## config.mk

```make
export PLATFORM = sky130hd
export DESIGN_NAME = bresenham_line_pixel_generator
export DESIGN_NICKNAME = d
export VERILOG_FILES = /design/src/rtl/core/blpg_pkg.sv /design/src/rtl/core/bresenham_line_pixel_generator.sv
export VERILOG_INCLUDE_DIRS = /design/src /design/src/rtl/core
export SDC_FILE = /design/constraint.sdc
export NUM_CORES = 1
export LEC_CHECK = 0
export BUFFER_PORTS_ARGS = -buffer_cell sky130_fd_sc_hd__buf_2
export CORE_ASPECT_RATIO = 1.2
export CORE_MARGIN = 2
export CORE_UTILIZATION = 40
export DETAILED_ROUTE_END_ITERATION = 7
export PLACE_DENSITY = 0.54
export SLEW_MARGIN = 5
export SYNTH_ARGS = -nofsm -noshare
export SYNTH_HDL_FRONTEND = slang
export SYNTH_SLANG_ARGS = --single-unit
```

## constraint.sdc

```tcl
create_clock -name aclk -period 12.3 [get_ports aclk]
set_clock_uncertainty 0.1 [all_clocks]
set_input_delay 0.615 -clock aclk [delete_from_list [all_inputs] [get_ports aclk]]
set_output_delay 0.615 -clock aclk [all_outputs]
set_load 0.02 [all_outputs]
```

## src/rtl/core/bresenham_line_pixel_generator_macros.svh

```systemverilog
// ----------------------------------------------------------------------------
// bresenham line pixel generator assertion macros
// clocked on aclk, disabled while aresetn is low
// ----------------------------------------------------------------------------
`ifndef BRESENHAM_LINE_PIXEL_GENERATOR_MACROS_SVH
`define BRESENHAM_LINE_PIXEL_GENERATOR_MACROS_SVH

// same-cycle implication
`define BLPG_ASSERT_NOW(label, ante, cons, msg) \
    label: assert property (@(posedge aclk) disable iff (!aresetn) (ante) |-> (cons)) \
        else $error(msg);

// next-cycle implication
`define BLPG_ASSERT_NEXT(label, ante, cons, msg) \
    label: assert property (@(posedge aclk) disable iff (!aresetn) (ante) |=> (cons)) \
        else $error(msg);

`endif

```

## src/rtl/core/blpg_pkg.sv

```systemverilog
`timescale 1ns / 1ps
// ----------------------------------------------------------------------------
// blpg_pkg
// field widths, register indexes and command codes of the line generator
// ----------------------------------------------------------------------------
package blpg_pkg;

    localparam int X_W        = 9;
    localparam int Y_W        = 8;
    localparam int COLOR_W    = 16;
    localparam int OFFSET_W   = 18;
    localparam int IN_TDATA_W  = 56;
    localparam int OUT_TDATA_W = 56;
    localparam int CFG_ADDR_W = 1;
    localparam int CFG_DATA_W = 9;
    localparam int Y_SHIFT    = 10;
    localparam int X_SHIFT    = 1;

    localparam logic [X_W-1:0] WIDTH_RESET  = 9'd320;
    localparam logic [Y_W-1:0] HEIGHT_RESET = 8'd240;

    typedef enum logic [CFG_ADDR_W-1:0] {
        CFG_SCREEN_WIDTH  = 1'b0,
        CFG_SCREEN_HEIGHT = 1'b1
    } cfg_reg_t;

    typedef enum logic [0:0] {
        ACT_START = 1'b0,
        ACT_STEP  = 1'b1
    } action_t;

endpackage

```

## src/rtl/core/bresenham_line_pixel_generator.sv

```systemverilog
`timescale 1ns / 1ps
// ----------------------------------------------------------------------------
// bresenham_line_pixel_generator
// Bresenham line engine: a start beat (tuser 0) loads two endpoints and a color
// if start x <= width and start y <= height as configured; each step beat
// (tuser 1) then emits one pixel with its coordinates, framebuffer offset
// ((y << 10) | (x << 1)), color and tlast on the final endpoint. Every beat is
// handled by the error-term update between the line state and the output
// register, so the block takes one beat per clock while the output is not
// stalled; a step's pixel appears on the output in the cycle after the step is
// taken. A start never yields an output beat; a step while no line is active is
// dropped. The input is ready whenever the output register is empty or being drained.
// ----------------------------------------------------------------------------
`include "bresenham_line_pixel_generator_macros.svh"

module bresenham_line_pixel_generator #(
    parameter int COORD_BITS = 9
) (
    input  logic aclk,
    input  logic aresetn,

    input  logic                              cfg_wr_en,
    input  logic [blpg_pkg::CFG_ADDR_W-1:0]   cfg_addr,
    input  logic [blpg_pkg::CFG_DATA_W-1:0]   cfg_wdata,

    input  logic                              s_tvalid,
    output logic                              s_tready,
    // start_x, start_y, end_x, end_y, line_color
    input  logic [blpg_pkg::IN_TDATA_W-1:0]   s_tdata,
    // action
    input  logic                              s_tuser,

    output logic                              m_tvalid,
    input  logic                              m_tready,
    // pixel_x, pixel_y, pixel_offset, pixel_color
    output logic [blpg_pkg::OUT_TDATA_W-1:0]  m_tdata,
    output logic                              m_tlast
);

    localparam int ERR_W = COORD_BITS + 2;
    localparam int CMP_W = COORD_BITS + blpg_pkg::X_W;

    // configuration
    logic [blpg_pkg::X_W-1:0] width_reg;
    logic [blpg_pkg::Y_W-1:0] height_reg;

    // line state
    logic                          busy_reg;
    logic                          steep_reg;
    logic [COORD_BITS-1:0]         major_pos_reg;
    logic [COORD_BITS-1:0]         major_end_reg;
    logic [COORD_BITS-1:0]         minor_pos_reg;
    logic                          minor_down_reg;
    logic [COORD_BITS-1:0]         major_delta_reg;
    logic [COORD_BITS-1:0]         minor_delta_reg;
    logic [ERR_W-1:0]              error_reg;
    logic [blpg_pkg::COLOR_W-1:0]  color_reg;

    // output register
    logic                               m_tvalid_reg;
    logic [blpg_pkg::OUT_TDATA_W-1:0]   m_tdata_reg;
    logic                               m_tlast_reg;

    // input beat fields
    logic [blpg_pkg::X_W-1:0]     in_x0, in_x1;
    logic [blpg_pkg::Y_W-1:0]     in_y0, in_y1;
    logic [blpg_pkg::COLOR_W-1:0] in_color;

    logic in_fire, start_fire, step_fire, in_range, pix_fire;

    logic [COORD_BITS-1:0] x0, y0, x1, y1, dx, dy;
    logic                  steep_c;
    logic [COORD_BITS-1:0] a0, a1, b0, b1, sa0, sa1, sb0, sb1;
    logic [COORD_BITS-1:0] major_delta_c, minor_delta_c;
    logic                  minor_down_c;
    logic [ERR_W-1:0]      err_init;

    logic                  last_c;
    logic [ERR_W-1:0]      err_sum;
    logic [COORD_BITS-1:0] px_c, py_c;
    logic [blpg_pkg::X_W-1:0]      pixel_x;
    logic [blpg_pkg::Y_W-1:0]      pixel_y;
    logic [blpg_pkg::OFFSET_W-1:0] pixel_offset;

    assign s_tready = !m_tvalid_reg || m_tready;
    assign m_tvalid = m_tvalid_reg;
    assign m_tdata  = m_tdata_reg;
    assign m_tlast  = m_tlast_reg;

    assign in_x0    = s_tdata[8:0];
    assign in_y0    = s_tdata[16:9];
    assign in_x1    = s_tdata[25:17];
    assign in_y1    = s_tdata[33:26];
    assign in_color = s_tdata[49:34];

    assign in_fire    = s_tvalid && s_tready;
    assign start_fire = in_fire && (s_tuser == blpg_pkg::ACT_START);
    assign step_fire  = in_fire && (s_tuser == blpg_pkg::ACT_STEP);
    assign pix_fire   = step_fire && busy_reg;

    // start setup
    assign x0 = COORD_BITS'({{COORD_BITS{1'b0}}, in_x0});
    assign y0 = COORD_BITS'({{COORD_BITS{1'b0}}, in_y0});
    assign x1 = COORD_BITS'({{COORD_BITS{1'b0}}, in_x1});
    assign y1 = COORD_BITS'({{COORD_BITS{1'b0}}, in_y1});

    assign in_range = (CMP_W'(x0) <= CMP_W'(width_reg)) && (CMP_W'(y0) <= CMP_W'(height_reg));

    assign dx      = (x1 >= x0) ? x1 - x0 : x0 - x1;
    assign dy      = (y1 >= y0) ? y1 - y0 : y0 - y1;
    assign steep_c = dy > dx;

    assign a0 = steep_c ? y0 : x0;
    assign b0 = steep_c ? x0 : y0;
    assign a1 = steep_c ? y1 : x1;
    assign b1 = steep_c ? x1 : y1;

    always_comb begin
        if (a0 > a1) begin
            sa0 = a1;
            sa1 = a0;
            sb0 = b1;
            sb1 = b0;
        end else begin
            sa0 = a0;
            sa1 = a1;
            sb0 = b0;
            sb1 = b1;
        end
    end

    assign major_delta_c = sa1 - sa0;
    assign minor_delta_c = (sb1 >= sb0) ? sb1 - sb0 : sb0 - sb1;
    assign minor_down_c  = !(sb0 < sb1);
    assign err_init      = ERR_W'(0) - ERR_W'(major_delta_c >> 1);

    // step
    assign last_c  = major_pos_reg == major_end_reg;
    assign err_sum = error_reg + ERR_W'(minor_delta_reg);
    assign px_c    = steep_reg ? minor_pos_reg : major_pos_reg;
    assign py_c    = steep_reg ? major_pos_reg : minor_pos_reg;
    assign pixel_x = blpg_pkg::X_W'({{blpg_pkg::X_W{1'b0}}, px_c});
    assign pixel_y = blpg_pkg::Y_W'({{blpg_pkg::Y_W{1'b0}}, py_c});
    assign pixel_offset = (blpg_pkg::OFFSET_W'(pixel_y) << blpg_pkg::Y_SHIFT)
                        | (blpg_pkg::OFFSET_W'(pixel_x) << blpg_pkg::X_SHIFT);

    always_ff @(posedge aclk) begin
        if (!aresetn) begin
            width_reg    <= blpg_pkg::WIDTH_RESET;
            height_reg   <= blpg_pkg::HEIGHT_RESET;
            busy_reg     <= 1'b0;
            m_tvalid_reg <= 1'b0;
        end else begin
            if (cfg_wr_en) begin
                unique case (blpg_pkg::cfg_reg_t'(cfg_addr))
                    blpg_pkg::CFG_SCREEN_WIDTH: begin
                        width_reg <= blpg_pkg::X_W'(cfg_wdata);
                    end
                    blpg_pkg::CFG_SCREEN_HEIGHT: begin
                        height_reg <= blpg_pkg::Y_W'(cfg_wdata);
                    end
                    default: begin
                    end
                endcase
            end

            if (pix_fire) begin
                m_tvalid_reg <= 1'b1;
            end else if (m_tready) begin
                m_tvalid_reg <= 1'b0;
            end

            if (start_fire && in_range) begin
                busy_reg        <= 1'b1;
                steep_reg       <= steep_c;
                major_pos_reg   <= sa0;
                major_end_reg   <= sa1;
                minor_pos_reg   <= sb0;
                minor_down_reg  <= minor_down_c;
                major_delta_reg <= major_delta_c;
                minor_delta_reg <= minor_delta_c;
                error_reg       <= err_init;
                color_reg       <= in_color;
            end else if (pix_fire) begin
                m_tlast_reg  <= last_c;
                m_tdata_reg  <= {5'b0, color_reg, pixel_offset, pixel_y, pixel_x};
                if (last_c) begin
                    busy_reg <= 1'b0;
                end else begin
                    major_pos_reg <= major_pos_reg + COORD_BITS'(1);
                    if (!err_sum[ERR_W-1]) begin
                        minor_pos_reg <= minor_down_reg ? minor_pos_reg - COORD_BITS'(1)
                                                        : minor_pos_reg + COORD_BITS'(1);
                        error_reg     <= err_sum - ERR_W'(major_delta_reg);
                    end else begin
                        error_reg     <= err_sum;
                    end
                end
            end
        end
    end

    `BLPG_ASSERT_NEXT(a_step_emits, pix_fire, m_tvalid_reg,
        "step on active line gave no beat")
    `BLPG_ASSERT_NOW(a_beat_from_step, $rose(m_tvalid_reg), $past(pix_fire),
        "beat without a step")
    `BLPG_ASSERT_NEXT(a_last_ends_line, pix_fire && last_c, !busy_reg,
        "line still active after last pixel")
    `BLPG_ASSERT_NOW(a_error_bound, busy_reg, error_reg[ERR_W-1] || (error_reg == ERR_W'(0)),
        "error term above zero")
    `BLPG_ASSERT_NOW(a_delta_order, busy_reg, minor_delta_reg <= major_delta_reg,
        "minor delta exceeds major delta")

endmodule

```

# Word level (Yosys, flattened, before mapping)
# Cells that the tools add are included.
# W data, S select, Z words.
word_totals:
  ff_bits: 145
  out_inout_bits: 59
op_classes:
  addsub: 13
  order_cmp: 8
  n_eq_ne: 3
  n_mux: 30
  bitwise_logic: 4
  n_reduce_logical: 19
op_table:
  columns: ["op", "n"]
  rows:
  - ["$mux W9", 20]
  - ["$sub A9 B9 Y9", 5]
  - ["$mux W11", 4]
  - ["$add A9 B1 Y9 const B", 2]
  - ["$ge A9 B9 Y1", 2]
  - ["$gt A9 B9 Y1", 2]
  - ["$or A18 B10 Y18", 1]
  - ["$sub A8 B8 Y9", 2]
  - ["$add A11 B9 Y11", 1]
  - ["$sub A11 B9 Y11", 1]
  - ["$eq A9 B9 Y1", 1]
  - ["$le A9 B9 Y1", 1]
  - ["$lt A9 B9 Y1", 1]
  - ["$sub A1 B8 Y9 const A", 1]
  - ["$sub A9 B1 Y9 const B", 1]
  - ["$ge A8 B8 Y1", 1]
  - ["$le A8 B8 Y1", 1]
  - ["$mux W8", 1]
  - ["$reduce_and A2 Y1", 4]
  - ["$logic_and A1 B1 Y1", 6]
  - ["$reduce_and A3 Y1", 2]
  - ["$reduce_bool A2 Y1", 3]
  - ["$mux W1", 5]
  - ["$ne A2 B1 Y1 const B", 2]
  - ["4 further kinds", 7]

# Logic depth before layout (Yosys ltp)
depth:
  word_depth: 9
  depth_mapped: 54
  depth_no_buf: 48

# Least setup slack after synthesis
# Ideal clock, no wire load.
synth_timing:
  path_kind: "in2reg"
  startpoint: "input s_tdata[1] (netlist name)"
  endpoint: "register minor_delta_reg[8] (data pin)"
  setup_time_ns: 0.262
  t_arrival_ns: 10.179
  t_required_ns: 11.938
  setup_slack_ns: 1.759
  path_stages: 52
  path_cell_list: "inv_1 ha_1 nor2b_1 o21ai_0 a21oi_1 o21ai_0 a21boi_0 o21ai_0 a21boi_0 o21ai_0 nand2b_1 clkbuf_1 mux2i_1 o21ai_0 a211oi_1 xor2_1 ha_1 and3_1 (+16 left out) a21oi_1 mux2i_1 inv_1 ha_1 inv_1 a21oi_1 o21bai_1 a21o_1 a21oi_1 o21ai_0 clkbuf_1 mux2i_1 o21ai_0 a21boi_0 o21ai_0 nand2_1 a21oi_1 xor2_1"
synth_between:
  elab_chain_cells: 8
  word_cells_on_any_way: 16
  classes_between: "4 x add/sub; 4 x order compare; 8 x mux"
synth_rtl:
  columns: ["element", "line", "source"]
  rows:
  - ["start, declared", "bresenham_line_pixel_generator.sv:29", "input logic [blpg_pkg::IN_TDATA_W-1:0] s_tdata,"]
  - ["$sub A9 B9 Y9 or $ge A9 B9 Y1 (tied branches)", "bresenham_line_pixel_generator.sv:109", "assign dx = (x1 >= x0) ? x1 - x0 : x0 - x1;"]
  - ["$mux W9", "bresenham_line_pixel_generator.sv:109", null]
  - ["$gt A9 B9 Y1", "bresenham_line_pixel_generator.sv:111", "assign steep_c = dy > dx;"]
  - ["$mux W9, on equally long branches", "bresenham_line_pixel_generator.sv:113, bresenham_line_pixel_generator.sv:115", null]
  - ["$gt A9 B9 Y1", "bresenham_line_pixel_generator.sv:119", "if (a0 > a1) begin"]
  - ["$mux W9", "bresenham_line_pixel_generator.sv:119", null]
  - ["$sub A9 B9 Y9 or $ge A9 B9 Y1 (tied branches)", "bresenham_line_pixel_generator.sv:133", "assign minor_delta_c = (sb1 >= sb0) ? sb1 - sb0 : sb0 - sb1;"]
  - ["$mux W9 (*)", "bresenham_line_pixel_generator.sv:133", null]
  - ["net minor_delta_c[8]", "bresenham_line_pixel_generator.sv:74", "logic [COORD_BITS-1:0] major_delta_c, minor_delta_c;"]
  - ["end signal, assigned", "bresenham_line_pixel_generator.sv:181", "minor_delta_reg <= minor_delta_c;"]
  - ["end, declared", "bresenham_line_pixel_generator.sv:55", "logic [COORD_BITS-1:0] minor_delta_reg;"]
# Mark *: on every way through the listed nets, which the timed path passes. The rest lies on a longest branch.
# A chain may end at the register's enable or synchronous reset.

# Worst setup path after layout
# Same ends and word-level chain as after synthesis.

==> impl_metrics.tcl <==
set metrics [dict create \
    cp_common_cell "o21ai_0" \
    ctsHoldBuffers 0 \
    cts_inserted_buffers 17 \
    worst_pin_slew_ns 1.06 \
    ant_nets 0 \
    clkTransAtPathRegs_ns 0.07 \
    cts_tree "done" \
    crit_arrival_ns 11.31 \
    final_cell_mix "inv_1, buf_2, nand2_1, ha_1, edfxtp_1" \
    vias 8669 \
    rsz0062_at_grt "no" \
    grt_overflow 0 \
    drtIter0Drc 521 \
    power_frac_comb_pct 70.6 \
    net-switching-power_w 0.00188 \
    setup_violations 0 \
    p_leak_nw 5.40 \
    rr_worst_depth 17 \
    syn2layout_area_growth_pct 14.0 \
    ys_ff_latch 127 \
    async_reset_ff_share_pct 0 \
    fmax_mhz 89.0 \
    p_seq_share_pct 16.7 \
    internal_power_w 0.00205 \
    largest_register_ffs 33 \
    hold_path.class "in -> reg" \
    layout.nets 1489 \
    slew_headroom_pct 29.0 \
    maxCapViolations 0 \
    cp-end-kind "flip-flop" \
    postSynthAreaPerCell_um2 9.03 \
    cpPeakStageDelay_ns 0.89 \
    drcViolationCount 0 \
    run_status "finished clean" \
    fill_cells 2589 \
    grt_pass1_wl_um 44800 \
    grt_pass1_vias 8489 \
    swShare_pct 47.8 \
    clock_sinks 127 \
    die_w_um 154 \
    required_ns 12.37 \
    hold_viol 0 \
    finish.utilization_pct 46.5 \
    regToRegSetupSlack_ns 7.85 \
    port_buffers 118 \
    worstReg2RegEnd "minor_pos_reg[0]" \
    finalSetupTns_ns 0 \
    ys_warn_count 0 \
    setup.worst_path.start_class "input pin" \
    slowest_stage "o31ai_4" \
    synth_flop_cell "edfxtp_1" \
    synth_edf_count 108 \
    insertion_delay_ns 0.44 \
    clockRootBuffer "clkbuf_16" \
    fin_crit_sh_pct 91.4 \
    cts_buffer_depth 2 \
    post_cts_buffers 0 \
    core_area_um2 26400 \
    netlist_area_um2 10800 \
    fp.dieH_um 184 \
    finalWirelength_um 28200 \
    diodes 0 \
    die_area_um2 28200 \
    cts-htree-levels 4 \
    first_pass_iters 5 \
    cts_resized 0 \
    route.detailed.wl_per_inst_um 17.1 \
    p_clk_share_pct 12.7 \
    r2r-start "width_reg[1]" \
    drive_gt1_share_pct 16.1 \
    layout_min_cycle_time_ns 11.24 \
    powerDensity_nw_per_um2 321 \
    grt_max_degree 55 \
    rows 65 \
    whs_endpoint "color_reg[15]" \
    ir_drop_mv 0.198 \
    antenna_found_initial 0 \
    dpl.hpwl_um 22700 \
    maxSlewViolCount 0 \
    via_per_inst 5.27 \
    crit_fanout 24 \
    io_pins 131 \
    critPathKind "in -> reg" \
    min_delay_path_depth 1 \
    holdWs_ns 0.254 \
    track_usage_pct 20.2 \
    synth_cell_types 68 \
    layout_commonest_cell "inv_1" \
    gp_congestion 0.891 \
    min-delay-start "s_tdata[49]" \
    start_util_pct 40.8 \
    syn_inst 1190 \
    yosysSeqAreaShare_pct 33.7 \
]
power groups by stage:
stage / sequential, W / clock [W] / combinational, W
2_1_floorplan: 0.000659 / 0 / 0.00209
3_3_place_gp: 0.000668 / 0 / 0.00274
3_5_place_dp: 0.000669 / 0 / 0.00277
4_1_cts: 0.000659 / 0.000511 / 0.00278
5_1_grt: 0.000663 / 0.000527 / 0.00311
6_report: 0.000658 / 0.000499 / 0.00277
critical path: cells and delay by family:
kind,cells,cell delay [ns]
compound gates,27,5.79
simple gates,8,1.43
fa+ha+maj,4,1.41
mux,3,0.97
buf+inv,6,0.92
xor+xnor,1,0.15
worst max-delay path by stage:
stage | endpoint | start | depth (start not counted) | slack (ns)
after floorplan | minor_delta_reg[8] | s_tdata[1] | 52 | 1.76
after global placement | minor_delta_reg[8] | s_tdata[1] | 49 | 0.78
after detailed placement | minor_delta_reg[8] | s_tdata[1] | 49 | 0.74
after CTS | minor_delta_reg[8] | s_tdata[1] | 49 | 1.16
after global routing | minor_delta_reg[8] | s_tdata[1] | 49 | 0.17
final | minor_delta_reg[8] | s_tdata[1] | 49 | 1.06
Yosys cell counts, types with 4 or more instances:
library cell  number  share of area [%]
a211oi_1           9               0.63
a21boi_0           7               0.49
a21o_1            21                1.5
a21oi_1          103                4.8
a221oi_1           4               0.33
a31o_2             4               0.33
a31oi_1            7               0.41
and2_1             5               0.29
and3_1             9               0.52
buf_4             23                1.6
clkbuf_1          30                1.0
dfxtp_1           19                3.5
edfxtp_1         108                 30
fa_1               9                1.7
ha_1             112                 13
inv_1            126                4.4
mux2_2            20                2.1
mux2i_1           61                5.7
nand2_1          116                4.0
nand2b_1          12               0.70
nand3_1           18               0.84
nand4_1            6               0.35
nor2_1            81                2.8
nor2b_1           16               0.93
nor3_1            18               0.84
nor4_1             4               0.23
o211ai_1          16                1.1
o21a_1            17                1.2
o21ai_0           62                2.9
o21bai_1          17                1.2
or3_1              6               0.35
xnor2_1           47                3.8
xor2_1            21                1.7
layout make-up:
class / instances / area, um2 / share of cell area (%)
Multi-Input combinational cell: 883 / 6380 / 52.1
Sequential cell: 127 / 3620 / 29.6
Timing Repair Buffer: 140 / 768 / 6.27
Inverter: 127 / 477 / 3.89
Clock buffer: 17 / 425 / 3.47
Tap cell: 335 / 419 / 3.42
Clock inverter: 15 / 163 / 1.33
kinds of logic after synthesis:
logic type,Yosys count,share of synthesized area [%]
AND/OR/NAND/NOR,305,13.0
AO/OA/AOI/OAI,300,17.7
buffers and inverters,185,7.34
flip-flops,127,33.7
adder cells (fa/ha/maj),123,14.9
multiplexers,81,7.77
XOR/XNOR,68,5.54
other,1,0.0349
per-stage QoR:
| stage | cell area [um2] | power [W] | instances | worst slack, ns |
|---|---|---|---|---|
| 2_1_floorplan | 10800 | 0.00275 | 1195 | 1.76 |
| 3_3_place_gp | 11700 | 0.00341 | 1612 | 0.784 |
| 3_5_place_dp | 11700 | 0.00343 | 1612 | 0.739 |
| 4_1_cts | 12300 | 0.00395 | 1644 | 1.16 |
| 5_1_grt | 12300 | 0.00430 | 1644 | 0.167 |
| 6_report | 12300 | 0.00393 | 1644 | 1.06 |
per-layer routing:
metal,global-route usage (%),wire [um]
met2,35.2,14000
met4,5.39,410
met3,2.90,941
met5,0,0
met1,26.4,12900
Note: power is estimated with default switching activity, not from simulation.
